## src/rtl/i2c_register_access_master_assert.svh

```systemverilog
// ---------------------------------------------------------------------------
// i2c_register_access_master_assert.svh
// Assertion macros shared by the I2C register access master.
// ---------------------------------------------------------------------------
`ifndef I2C_REGISTER_ACCESS_MASTER_ASSERT_SVH
`define I2C_REGISTER_ACCESS_MASTER_ASSERT_SVH

// Property that must hold on every clock edge out of reset.
`define I2CRAM_ASSERT(label, prop, msg) \
  label: assert property (@(posedge clk_i) disable iff (!rst_ni) (prop)) \
    else $error(msg);

// Antecedent in one cycle implies consequent in the next.
`define I2CRAM_ASSERT_NEXT(label, ante, cons, msg) \
  label: assert property (@(posedge clk_i) disable iff (!rst_ni) (ante) |=> (cons)) \
    else $error(msg);

`endif

```

## src/rtl/i2cram_pkg.sv

```systemverilog
// ---------------------------------------------------------------------------
// i2cram_pkg
// Types and constants shared by the I2C register access master.
// ---------------------------------------------------------------------------
`timescale 1ns / 1ps

package i2cram_pkg;

  // APB register port
  localparam int unsigned APB_ADDR_W = 3;
  localparam int unsigned APB_DATA_W = 32;
  localparam logic        REG_DEVICE_ADDR = 1'b0;   // word index of device_address

  // Command codes
  localparam logic [1:0] OP_TICK  = 2'd0;
  localparam logic [1:0] OP_WRITE = 2'd1;
  localparam logic [1:0] OP_READ  = 2'd2;

  // Completion status codes
  localparam logic [2:0] ST_OK       = 3'd0;
  localparam logic [2:0] ST_NACK_DEVW = 3'd1;
  localparam logic [2:0] ST_NACK_REG = 3'd2;
  localparam logic [2:0] ST_NACK_DATA = 3'd3;
  localparam logic [2:0] ST_NACK_DEVR = 3'd4;

  // One bus tick item
  typedef struct packed {
    logic [1:0] operation;
    logic [7:0] register_address;
    logic [7:0] write_data;
    logic       sda_in;
  } item_t;

  // Pin levels and transfer status after one tick
  typedef struct packed {
    logic       scl_level;
    logic       sda_level;
    logic       sda_drive;
    logic       busy;
    logic       done;
    logic [2:0] status;
    logic [7:0] read_value;
  } result_t;

endpackage

```

## src/rtl/i2cram_cfg.sv

```systemverilog
// ---------------------------------------------------------------------------
// i2cram_cfg
// APB configuration register holding the seven-bit device address.
// ---------------------------------------------------------------------------
`timescale 1ns / 1ps

module i2cram_cfg (
  input  logic                               clk_i,
  input  logic                               rst_ni,
  input  logic                               psel,
  input  logic                               penable,
  input  logic                               pwrite,
  input  logic [i2cram_pkg::APB_ADDR_W-1:0]  paddr,
  input  logic [i2cram_pkg::APB_DATA_W-1:0]  pwdata,
  output logic [i2cram_pkg::APB_DATA_W-1:0]  prdata,
  output logic                               pready,
  output logic [6:0]                         dev_addr_o
);

  logic [6:0] dev_addr_q, dev_addr_d;
  logic       wr_en;
  logic       sel_dev;

  assign pready  = 1'b1;
  assign sel_dev = (paddr[2] == i2cram_pkg::REG_DEVICE_ADDR);
  assign wr_en   = psel && penable && pwrite && sel_dev;

  // register write
  always_comb begin
    dev_addr_d = dev_addr_q;
    if (wr_en) begin
      dev_addr_d = pwdata[6:0];
    end
  end

  always_ff @(posedge clk_i or negedge rst_ni) begin
    if (!rst_ni) begin
      dev_addr_q <= 7'd0;
    end else begin
      dev_addr_q <= dev_addr_d;
    end
  end

  // read back
  assign prdata     = sel_dev ? {{(i2cram_pkg::APB_DATA_W-7){1'b0}}, dev_addr_q}
                              : '0;
  assign dev_addr_o = dev_addr_q;

endmodule

```

## src/rtl/i2cram_seq.sv

```systemverilog
// ---------------------------------------------------------------------------
// i2cram_seq
// Bus sequencer: moves the I2C pins one step per tick and tracks the
// acknowledge status of the register transfer.
// ---------------------------------------------------------------------------
`timescale 1ns / 1ps

module i2cram_seq (
  input  logic                  clk_i,
  input  logic                  rst_ni,
  input  logic                  step_i,
  input  i2cram_pkg::item_t     item_i,
  input  logic [6:0]            dev_addr_i,
  output i2cram_pkg::result_t   result_o
);

  typedef enum logic [4:0] {
    PH_IDLE = 5'd0,
    PH_ST1  = 5'd1,
    PH_ST2  = 5'd2,
    PH_DW0  = 5'd3,
    PH_DW1  = 5'd4,
    PH_DW2  = 5'd5,
    PH_RG0  = 5'd6,
    PH_RG1  = 5'd7,
    PH_RG2  = 5'd8,
    PH_DT0  = 5'd9,
    PH_DT1  = 5'd10,
    PH_DT2  = 5'd11,
    PH_RS1  = 5'd12,
    PH_RS2  = 5'd13,
    PH_RS3  = 5'd14,
    PH_RS4  = 5'd15,
    PH_DR0  = 5'd16,
    PH_DR1  = 5'd17,
    PH_DR2  = 5'd18,
    PH_RD0  = 5'd19,
    PH_RD1  = 5'd20,
    PH_RD2  = 5'd21,
    PH_SP1  = 5'd22,
    PH_SP2  = 5'd23,
    PH_SP3  = 5'd24
  } phase_e;

  phase_e     phase_q, phase_d;
  logic [3:0] cnt_q, cnt_d;
  logic [7:0] shift_q, shift_d;
  logic       kind_q, kind_d;       // 1: read
  logic [7:0] reg_q, reg_d;
  logic [7:0] data_q, data_d;
  logic [2:0] status_q, status_d;
  logic       scl_q, scl_d;
  logic       sdl_q, sdl_d;
  logic       sdd_q, sdd_d;
  logic       done;

  // byte send decode: step within the bit and phase group
  phase_e     snd_ph0, snd_ph1, snd_ph2;
  logic [1:0] snd_sub;
  logic [2:0] snd_code;

  always_comb begin
    snd_ph0  = PH_IDLE;
    snd_sub  = 2'd0;
    snd_code = i2cram_pkg::ST_OK;
    case (phase_q)
      PH_DW0, PH_DW1, PH_DW2: begin
        snd_ph0  = PH_DW0;
        snd_code = i2cram_pkg::ST_NACK_DEVW;
      end
      PH_RG0, PH_RG1, PH_RG2: begin
        snd_ph0  = PH_RG0;
        snd_code = i2cram_pkg::ST_NACK_REG;
      end
      PH_DT0, PH_DT1, PH_DT2: begin
        snd_ph0  = PH_DT0;
        snd_code = i2cram_pkg::ST_NACK_DATA;
      end
      PH_DR0, PH_DR1, PH_DR2: begin
        snd_ph0  = PH_DR0;
        snd_code = i2cram_pkg::ST_NACK_DEVR;
      end
      default: begin
        snd_ph0 = PH_IDLE;
      end
    endcase
    case (phase_q)
      PH_DW1, PH_RG1, PH_DT1, PH_DR1: snd_sub = 2'd1;
      PH_DW2, PH_RG2, PH_DT2, PH_DR2: snd_sub = 2'd2;
      default:                        snd_sub = 2'd0;
    endcase
  end

  always_comb begin
    case (snd_ph0)
      PH_DW0:  begin snd_ph1 = PH_DW1; snd_ph2 = PH_DW2; end
      PH_RG0:  begin snd_ph1 = PH_RG1; snd_ph2 = PH_RG2; end
      PH_DT0:  begin snd_ph1 = PH_DT1; snd_ph2 = PH_DT2; end
      PH_DR0:  begin snd_ph1 = PH_DR1; snd_ph2 = PH_DR2; end
      default: begin snd_ph1 = PH_IDLE; snd_ph2 = PH_IDLE; end
    endcase
  end

  // next-state logic for one tick
  always_comb begin
    phase_d  = phase_q;
    cnt_d    = cnt_q;
    shift_d  = shift_q;
    kind_d   = kind_q;
    reg_d    = reg_q;
    data_d   = data_q;
    status_d = status_q;
    scl_d    = scl_q;
    sdl_d    = sdl_q;
    sdd_d    = sdd_q;
    done     = 1'b0;

    if (step_i) begin
      case (phase_q)
        PH_IDLE: begin
          scl_d = 1'b1;
          sdl_d = 1'b1;
          if (item_i.operation == i2cram_pkg::OP_WRITE ||
              item_i.operation == i2cram_pkg::OP_READ) begin
            kind_d   = (item_i.operation == i2cram_pkg::OP_READ);
            reg_d    = item_i.register_address;
            data_d   = item_i.write_data;
            status_d = i2cram_pkg::ST_OK;
            shift_d  = 8'd0;
            cnt_d    = 4'd0;
            sdd_d    = 1'b1;
            phase_d  = PH_ST1;
          end else begin
            sdd_d = 1'b0;
          end
        end
        // start condition
        PH_ST1: begin
          sdl_d   = 1'b0;
          sdd_d   = 1'b1;
          phase_d = PH_ST2;
        end
        PH_ST2: begin
          scl_d   = 1'b0;
          shift_d = {dev_addr_i, 1'b0};
          cnt_d   = 4'd0;
          phase_d = PH_DW0;
        end
        // byte send with ack check on the slave acknowledge clock
        PH_DW0, PH_DW1, PH_DW2, PH_RG0, PH_RG1, PH_RG2,
        PH_DT0, PH_DT1, PH_DT2, PH_DR0, PH_DR1, PH_DR2: begin
          if (snd_sub == 2'd0) begin
            scl_d = 1'b0;
            if (!cnt_q[3]) begin
              sdd_d = 1'b1;
              sdl_d = shift_q[7];
            end else begin
              sdd_d = 1'b0;
              sdl_d = 1'b1;
            end
            phase_d = snd_ph1;
          end else if (snd_sub == 2'd1) begin
            scl_d = 1'b1;
            if (cnt_q[3] && item_i.sda_in) begin
              status_d = snd_code;
            end
            phase_d = snd_ph2;
          end else begin
            scl_d = 1'b0;
            if (!cnt_q[3]) begin
              shift_d = {shift_q[6:0], 1'b0};
              cnt_d   = cnt_q + 4'd1;
              phase_d = snd_ph0;
            end else if (status_q != i2cram_pkg::ST_OK) begin
              phase_d = PH_SP1;
            end else if (snd_ph0 == PH_DW0) begin
              shift_d = reg_q;
              cnt_d   = 4'd0;
              phase_d = PH_RG0;
            end else if (snd_ph0 == PH_RG0) begin
              if (!kind_q) begin
                shift_d = data_q;
                cnt_d   = 4'd0;
                phase_d = PH_DT0;
              end else begin
                phase_d = PH_RS1;
              end
            end else if (snd_ph0 == PH_DT0) begin
              phase_d = PH_SP1;
            end else begin
              shift_d = 8'd0;
              cnt_d   = 4'd0;
              phase_d = PH_RD0;
            end
          end
        end
        // repeated start
        PH_RS1: begin
          scl_d   = 1'b0;
          sdl_d   = 1'b1;
          sdd_d   = 1'b1;
          phase_d = PH_RS2;
        end
        PH_RS2: begin
          scl_d   = 1'b1;
          phase_d = PH_RS3;
        end
        PH_RS3: begin
          sdl_d   = 1'b0;
          sdd_d   = 1'b1;
          phase_d = PH_RS4;
        end
        PH_RS4: begin
          scl_d   = 1'b0;
          shift_d = {dev_addr_i, 1'b1};
          cnt_d   = 4'd0;
          phase_d = PH_DR0;
        end
        // read byte, then master NACK clock
        PH_RD0: begin
          scl_d   = 1'b0;
          sdl_d   = 1'b1;
          sdd_d   = cnt_q[3];
          phase_d = PH_RD1;
        end
        PH_RD1: begin
          scl_d = 1'b1;
          if (!cnt_q[3]) begin
            shift_d = {shift_q[6:0], item_i.sda_in};
          end
          phase_d = PH_RD2;
        end
        PH_RD2: begin
          scl_d = 1'b0;
          if (!cnt_q[3]) begin
            cnt_d   = cnt_q + 4'd1;
            phase_d = PH_RD0;
          end else begin
            phase_d = PH_SP1;
          end
        end
        // stop condition
        PH_SP1: begin
          scl_d   = 1'b0;
          sdl_d   = 1'b0;
          sdd_d   = 1'b1;
          phase_d = PH_SP2;
        end
        PH_SP2: begin
          scl_d   = 1'b1;
          phase_d = PH_SP3;
        end
        PH_SP3: begin
          sdl_d   = 1'b1;
          sdd_d   = 1'b0;
          done    = 1'b1;
          phase_d = PH_IDLE;
        end
        default: begin
          scl_d   = 1'b1;
          sdl_d   = 1'b1;
          sdd_d   = 1'b0;
          phase_d = PH_IDLE;
        end
      endcase
    end
  end

  always_ff @(posedge clk_i or negedge rst_ni) begin
    if (!rst_ni) begin
      phase_q  <= PH_IDLE;
      cnt_q    <= 4'd0;
      shift_q  <= 8'd0;
      kind_q   <= 1'b0;
      reg_q    <= 8'd0;
      data_q   <= 8'd0;
      status_q <= i2cram_pkg::ST_OK;
      scl_q    <= 1'b1;
      sdl_q    <= 1'b1;
      sdd_q    <= 1'b0;
    end else begin
      phase_q  <= phase_d;
      cnt_q    <= cnt_d;
      shift_q  <= shift_d;
      kind_q   <= kind_d;
      reg_q    <= reg_d;
      data_q   <= data_d;
      status_q <= status_d;
      scl_q    <= scl_d;
      sdl_q    <= sdl_d;
      sdd_q    <= sdd_d;
    end
  end

  // result of this tick
  always_comb begin
    result_o.scl_level  = scl_d;
    result_o.sda_level  = sdl_d;
    result_o.sda_drive  = sdd_d;
    result_o.busy       = (phase_d != PH_IDLE);
    result_o.done       = done;
    result_o.status     = done ? status_d : i2cram_pkg::ST_OK;
    result_o.read_value = (done && kind_d && status_d == i2cram_pkg::ST_OK) ? shift_d
                                                                             : 8'd0;
  end

endmodule

```

## src/rtl/i2c_register_access_master.sv

```systemverilog
// ---------------------------------------------------------------------------
// i2c_register_access_master
// Tick-driven I2C master for single-byte register write and read on one
// device, with an APB register for the device address.
// ---------------------------------------------------------------------------
//  channel   direction  handshake                  payload
//  in        input      in_valid_i / in_stall_o    operation, register_address,
//                                                  write_data, sda_in
//  out       output     out_valid_o / out_stall_i  scl/sda levels, sda_drive,
//                                                  busy, done, status, read_value
//  cfg       input      APB psel/penable/pready    device_address at 0x0
//
//  Each tick passes the input register, then the sequencer step into the result
//  register. One tick per cycle sustained while the result side does not stall.
//  The sequencer state loop (phase, bit counter, shift byte) is one step per tick.
//  Reset leaves SCL high, SDA released and the sequencer idle.
//  A stalled result holds; the input register still takes one more tick.
// ---------------------------------------------------------------------------
`timescale 1ns / 1ps

`include "i2c_register_access_master_assert.svh"

module i2c_register_access_master (
  input  logic                               clk_i,
  input  logic                               rst_ni,
  // tick input
  input  logic                               in_valid_i,
  output logic                               in_stall_o,
  input  logic [1:0]                         operation_i,
  input  logic [7:0]                         register_address_i,
  input  logic [7:0]                         write_data_i,
  input  logic                               sda_in_i,
  // result output
  output logic                               out_valid_o,
  input  logic                               out_stall_i,
  output logic                               scl_level_o,
  output logic                               sda_level_o,
  output logic                               sda_drive_o,
  output logic                               busy_res_o,
  output logic                               done_res_o,
  output logic [2:0]                         status_o,
  output logic [7:0]                         read_value_o,
  // configuration
  input  logic                               psel,
  input  logic                               penable,
  input  logic                               pwrite,
  input  logic [i2cram_pkg::APB_ADDR_W-1:0]  paddr,
  input  logic [i2cram_pkg::APB_DATA_W-1:0]  pwdata,
  output logic [i2cram_pkg::APB_DATA_W-1:0]  prdata,
  output logic                               pready
);

  logic                 in_vld_q, in_vld_d;
  i2cram_pkg::item_t    item_q, item_d;
  logic                 out_vld_q, out_vld_d;
  i2cram_pkg::result_t  res_q, res_d;
  i2cram_pkg::result_t  seq_res;
  logic [6:0]           dev_addr;
  logic                 in_load;
  logic                 advance;

  i2cram_cfg u_cfg (
    .clk_i      (clk_i),
    .rst_ni     (rst_ni),
    .psel       (psel),
    .penable    (penable),
    .pwrite     (pwrite),
    .paddr      (paddr),
    .pwdata     (pwdata),
    .prdata     (prdata),
    .pready     (pready),
    .dev_addr_o (dev_addr)
  );

  i2cram_seq u_seq (
    .clk_i      (clk_i),
    .rst_ni     (rst_ni),
    .step_i     (advance),
    .item_i     (item_q),
    .dev_addr_i (dev_addr),
    .result_o   (seq_res)
  );

  // handshake: step when the result register is free or draining
  assign advance    = in_vld_q && (!out_vld_q || !out_stall_i);
  assign in_stall_o = in_vld_q && !advance;
  assign in_load    = in_valid_i && !in_stall_o;

  // input register
  always_comb begin
    in_vld_d = in_vld_q;
    item_d   = item_q;
    if (in_load) begin
      in_vld_d                = 1'b1;
      item_d.operation        = operation_i;
      item_d.register_address = register_address_i;
      item_d.write_data       = write_data_i;
      item_d.sda_in           = sda_in_i;
    end else if (advance) begin
      in_vld_d = 1'b0;
    end
  end

  // result register
  always_comb begin
    out_vld_d = out_vld_q;
    res_d     = res_q;
    if (advance) begin
      out_vld_d = 1'b1;
      res_d     = seq_res;
    end else if (!out_stall_i) begin
      out_vld_d = 1'b0;
    end
  end

  always_ff @(posedge clk_i or negedge rst_ni) begin
    if (!rst_ni) begin
      in_vld_q  <= 1'b0;
      out_vld_q <= 1'b0;
    end else begin
      in_vld_q  <= in_vld_d;
      out_vld_q <= out_vld_d;
    end
  end

  always_ff @(posedge clk_i) begin
    item_q <= item_d;
    res_q  <= res_d;
  end

  assign out_valid_o  = out_vld_q;
  assign scl_level_o  = res_q.scl_level;
  assign sda_level_o  = res_q.sda_level;
  assign sda_drive_o  = res_q.sda_drive;
  assign busy_res_o   = res_q.busy;
  assign done_res_o   = res_q.done;
  assign status_o     = res_q.status;
  assign read_value_o = res_q.read_value;

  // checks
  `I2CRAM_ASSERT(a_done_not_busy, out_valid_o && done_res_o |-> !busy_res_o, "done while busy")
  `I2CRAM_ASSERT(a_status_on_done, out_valid_o && status_o != i2cram_pkg::ST_OK |-> done_res_o, "status without done")
  `I2CRAM_ASSERT(a_released_high, out_valid_o && !sda_drive_o |-> sda_level_o, "released SDA not high")
  `I2CRAM_ASSERT_NEXT(a_step_result, advance, out_valid_o, "stepped tick gave no result")

endmodule

```

## config.mk

```make
export PLATFORM = sky130hd
export DESIGN_NAME = i2c_register_access_master
export DESIGN_NICKNAME = d
export VERILOG_FILES = /design/src/rtl/i2cram_pkg.sv /design/src/rtl/i2cram_cfg.sv /design/src/rtl/i2cram_seq.sv /design/src/rtl/i2c_register_access_master.sv
export VERILOG_INCLUDE_DIRS = /design/src /design/src/rtl
export SDC_FILE = /design/constraint.sdc
export NUM_CORES = 1
export LEC_CHECK = 0
export BUFFER_PORTS_ARGS = -buffer_cell sky130_fd_sc_hd__buf_2
export CAP_MARGIN = 10
export CELL_PAD_IN_SITES_DETAIL_PLACEMENT = 1
export CELL_PAD_IN_SITES_GLOBAL_PLACEMENT = 2
export CORE_ASPECT_RATIO = 1.1
export CORE_UTILIZATION = 35
export CTS_BUF_LIST = sky130_fd_sc_hd__clkbuf_4
export DETAILED_ROUTE_END_ITERATION = 8
export PLACE_DENSITY_LB_ADDON = 0.1
export RECOVER_POWER = 100
export SLEW_MARGIN = 10
export SYNTH_ARGS = -nofsm -noshare
export SYNTH_HDL_FRONTEND = slang
export SYNTH_SLANG_ARGS = --single-unit
```

## constraint.sdc

```tcl
create_clock -name clk_i -period 3.7 [get_ports clk_i]
set_clock_uncertainty 0.15 [all_clocks]
set_input_delay 0.555 -clock clk_i [delete_from_list [all_inputs] [get_ports clk_i]]
set_output_delay 0.555 -clock clk_i [all_outputs]
set_load 0.03 [all_outputs]
```

## Yosys cells after proc, flatten, opt, wreduce, memory -nomap -nowiden

Memories as Yosys holds them, arrays and structs flattened.
Cells that the tools add are included.

- Bits in registers: 84
- Latch bits: 0
- RAM bits: 0
- Bits in read-only memories: 64
- Input bits: 61
- Memories kept: 1

Memories:

| memory | depth | bits a word | rd ports | clocked after Yosys merged registers in | wr ports | RTL line | source |
|---|---|---|---|---|---|---|---|
| (no name shown) | 32 | 2 | 1 | 0 | 0 | i2cram_seq.sv:87 | `case (phase_q)` |

- $add $sub $neg: 1
- Multiply operators: 0
- Div/mod/pow operators: 0
- Magnitude comparators: 0
- Equal/unequal tests: 39
- Shift operators: 0
- Muxes and demuxes: 68
- Bitwise logic cells: 1
- Reduce and logical (&&, ||, !) cells: 36

Operators with widths:

| cell | count |
|---|---|
| $mux 8 | 11 |
| $pmux 5 s13 | 1 |
| $pmux 5 s4 | 3 |
| $eq 5x5->1 const B | 10 |
| $eq 5x4->1 const B | 9 |
| $mux 4 | 10 |
| $mux 5 | 8 |
| $pmux 8 s5 | 1 |
| $eq 5x3->1 const B | 5 |
| $mux 3 | 8 |
| $mux 1 | 19 |
| $reduce_or 3->1 | 6 |
| $pmux 4 s4 | 1 |
| $eq 5x2->1 const B | 3 |
| $pmux 3 s4 | 1 |
| $reduce_or 12->1 | 1 |
| $reduce_or 6->1 | 2 |
| $ne 5x5->1 const B | 2 |
| $logic_and 1x1->1 | 9 |
| $reduce_and 9->1 | 1 |
| $mux 7 | 1 |
| $ne 2x2->1 const B | 3 |
| $pmux 1 s3 | 2 |
| $pmux 3 s2 | 1 |
| 21 further kinds | 27 |

## Depth between registers and ports, before layout

- Depth in word-level cells: 14
- Mapped depth: 11
- Depth with buffers taken out: 9

## Hierarchy

From an unflattened synthesis, not the netlist that was laid out.

- Cells, all modules: 489
- Area, all modules: 5,061.1 sq um

By module, submodules not included:

| module | times used | cells an instance | area each (sq um) | seq. area each (sq um) |
|---|---|---|---|---|
| i2cram_seq | 1 | 396 | 3,375.7 | 1,003.5 |
| i2c_register_access_master | 1 | 43 | 1,143.6 | 1,101.1 |
| i2cram_cfg | 1 | 50 | 541.8 | 175.2 |

## Worst setup path after synthesis

OpenSTA, ideal clock, no wires.

- Path kind: flip-flop to flip-flop
- Start: reg u_seq.phase_q[0]
- End: reg res_q, in the netlist busy_res_o, data pin
- Library setup time: 266 ps
- Data arrival time: 2,758 ps
- Required time: 3,284 ps
- Setup slack: 526 ps
- Stages on the path, launching flop included: 11
- Period minus slack after synthesis: 3,174 ps
- Cells stage by stage: dfrtp_1 ha_1 buf_6 nor3_2 o32ai_2 a211o_1 buf_6 a2111o_1 a32o_2 a2111oi_2 or3b_1

RTL lines:

| item | RTL line | source |
|---|---|---|
| start: declaration | i2cram_seq.sv:45 | `phase_e phase_q, phase_d;` |
| start signal: assignment | i2cram_seq.sv:282 | `phase_q <= phase_d;` |
| end signal: assignment | i2c_register_access_master.sv:128 | `res_q <= res_d;` |
| end: declaration | i2c_register_access_master.sv:56 | `i2cram_pkg::result_t res_q, res_d;` |

==> impl_metrics.ini <==
[worst_setup_path]
endpoint_kind = flip-flop
r2r_slack_ns = 0.24
max_stage_delay_ns = 0.48
crit_path_start_kind = flip-flop
path_cells = inv_1, ha_1, clkbuf_1, o31a_1, a211o_1, a2111o_1, a32o_1, a2111oi_2, or3b_1
cp.required_ns = 3.79
worst-path-buf-inv = 2
crit_family = compound AO/OA/AOI/OAI gates
worst-path-max-fanout = 7
critPathSlowestCell = dfrtp_1
criticalPathCategory = reg -> reg
critPathArrivalTime_ns = 3.56

[finish]
drive_gt1_share_pct = 20.49
final_nets = 633
area_delta_synth_final_pct = 13.92
mostFrequentLayoutCell = dfrtp_1
mostFrequentLayoutCells = dfrtp_1 (46), edfxtp_1 (35), clkbuf_1 (35)
utilization_pct = 40.96
fillers = 1620
instances_no_fill = 760

[clock_tree]
clock-sinks = 84
clk_latency_ns = 0.47
numCtsBuffers = 9
htree_levels = 3
cts_tree = built
cts.clk_slew.worst_paths_ns = 0.16
clock_path_buffers = 2
cts_root_buf = clkbuf_4

[drt]
totalWireLength_microns = 14820
remaining_drc_errors = 0
antenna_left = 0
dr.pass1.iters = 4
drt_iter0_markers = 165
routedWlPerCell_microns = 19.50
vias = 4128
via_per_inst = 5.432

[global_routing]
grt_pass1_wl_microns = 23780
globalRouteOverflowTotal = 0
grt_start_max_net_pins = 40
antenna_found_initial = 1
grt.total_usage_pct = 21.59
grt_pass1_vias = 4369

[sta]
layout_worst_path_cycle_share_pct = 93.60
relSlewSlack_pct = -28.33
whs_ns = 0.1067
tightest_slew_ns = 1.925
maxSlewViolCount = 34
max_freq_mhz = 288.8
min_period_ns = 3.463
setup_viol_count_final = 0
rsz0062_at_grt = false
fin_tns_setup_ns = 0
hold_viol_final = 0

[synth]
syn_area_per_cell_sq_um = 10.20
ys_seq_elements = 84
async_flop_share_pct = 58.33
synth_warnings = 0
synth_largest_area_cell = dfrtp_1
synth_cell_type_count = 71
ys.flop_type = dfrtp_1
synth_area_leaders = dfrtp_1 (24%), edfxtp_1 (21%), mux2_2 (5.4%)
netlist.area_leader.share_pct = 23.62
syn_area_sq_um = 4980
synth_edf_count = 35
ys_seq_area_share_pct = 45.78
synthCells = 488

[status]
outcome = finished with violations
violations = capacitance limit, slew limit

[floorplan]
fp.dieArea_sq_um = 14710
coreArea_sq_um = 13850
chipHeight_microns = 127.1
start_util_pct = 35.95
pin_count = 112
num_rows = 45
die_x_microns = 115.7

[pwr]
ir_drop_mv = 0.3199
p_per_area_nw_per_um2 = 571.9
p_leak_nw = 2.279

[placed_design]
post-dp-hpwl_microns = 11150
dp.cells = 742
io_buffers = 58
place_congestion = 0.8551

[hold_path]
hp-class = in -> reg

[job]
max_cap_violations = 1
[worst register-to-register path, stage by stage, from the launching register on]
cell and delay (ns):
dfrtp_1 0.48, inv_1 0.09, ha_1 0.33, clkbuf_1 0.23, o31a_1 0.37, a211o_1 0.26
a2111o_1 0.37, a32o_1 0.29, a2111oi_2 0.28, or3b_1 0.37
[repair_timing]
item                                   CTS  global route
buffers inserted                         0             0
endpoints found under the hold margin    1             0
hold buffers                             1             0
resized for setup                        0             4
setup endpoints to repair                0             9
[cells in the mapped netlist, types with 4 or more instances]
cell       instances
nand2_1           32
nand3_1           14
dfrtp_1           47
a21o_1             4
o2bb2ai_1          8
nor2b_1           11
ha_1               6
inv_1             10
mux2i_1           16
a211oi_1          26
o21ai_0           29
buf_4             28
nand2b_1           7
a21oi_1           20
nor3b_1            4
mux2_2            24
nor2_1            33
buf_2              8
nor3_1            11
a31oi_1            8
o31ai_1            4
edfxtp_1          35
and2_1             5
o211ai_1          12
clkbuf_1          13
[sequential cells by signal (all words and copies together), names as in the netlist]
name,count
u_seq.kind_q,1
sda_level_o,1
u_seq.data_q,8
u_seq.status_q,3
u_seq.sdl_q,1
read_value_o,8
u_seq.scl_q,1
busy_res_o,1
status_o,3
done_res_o,1
u_seq.cnt_q,4
sda_drive_o,1
u_cfg.dev_addr_o,7
out_valid_o,1
scl_level_o,1
u_seq.phase_q,5
u_seq.reg_q,8
in_vld_q,1
u_seq.shift_q,8
u_seq.sdd_q,1
item_q,19
[metrics by stage]
stage	power, mW	setup WS, ns	cell area (sq um)
final	3.244	0.2369	5673
after global routing	3.454	0.04434	5673
after CTS	3.306	0.06574	5732
after detailed placement	2.642	0.1304	5540
after global placement	2.603	0.1557	5540
after floorplan	2.223	0.5261	5070
[where the power goes]
group	switching (mW)	internal [mW]	leakage, nW
registers	0.206	1.21	0.953
logic	0.727	0.446	1.23
clock network	0.361	0.291	0.0962
[final cells by class]
cell class	count	area, sq um	area share, %
well taps	188	235.2	4.146
multi-input cells	364	2421	42.68
flip-flops and latches	84	2281	40.21
inverters	12	45.04	0.7940
diodes	1	2.502	0.04411
repair buffers	95	506.7	8.933
clock inverters	7	113.9	2.007
clock buffers	9	67.56	1.191
[final timing paths]
path / cells after the start / endpoint / startpoint
max: 9 / busy_res_o / u_seq.phase_q[0]
min: 1 / item_q[3] / write_data_i[2]
max reg2reg: 9 / busy_res_o / u_seq.phase_q[0]
min reg2reg: 1 / u_seq.reg_q[4] / item_q[13]
max in group asynchronous: 3 / u_seq.phase_q[3] / rst_ni
min in group asynchronous: 2 / u_cfg.dev_addr_o[4] / rst_ni
[kinds of logic after synthesis]
group	Yosys count	share of synthesized area, %
AND/OR/NAND/NOR	146	15.53
adder cells (fa/ha/maj)	6	1.507
AO/OA/AOI/OAI	145	20.78
multiplexers	40	8.643
flip-flops	84	45.78
buffers and inverters	64	7.437
XOR/XNOR	1	0.1759
other	2	0.1508
[layer usage]
metal | routed length [microns] | part of all wire, % | vias to the layer above | track usage, %
li1 | - | - | 1944 | -
met1 | 6161 | 42 | 2050 | 25.62
met2 | 7781 | 52 | 105 | 38.29
met3 | 396 | 2.7 | 29 | 3.273
met4 | 482 | 3.3 | 0 | 9.653
met5 | 0 | 0 | - | 0
(Power assumes the default switching activity.)
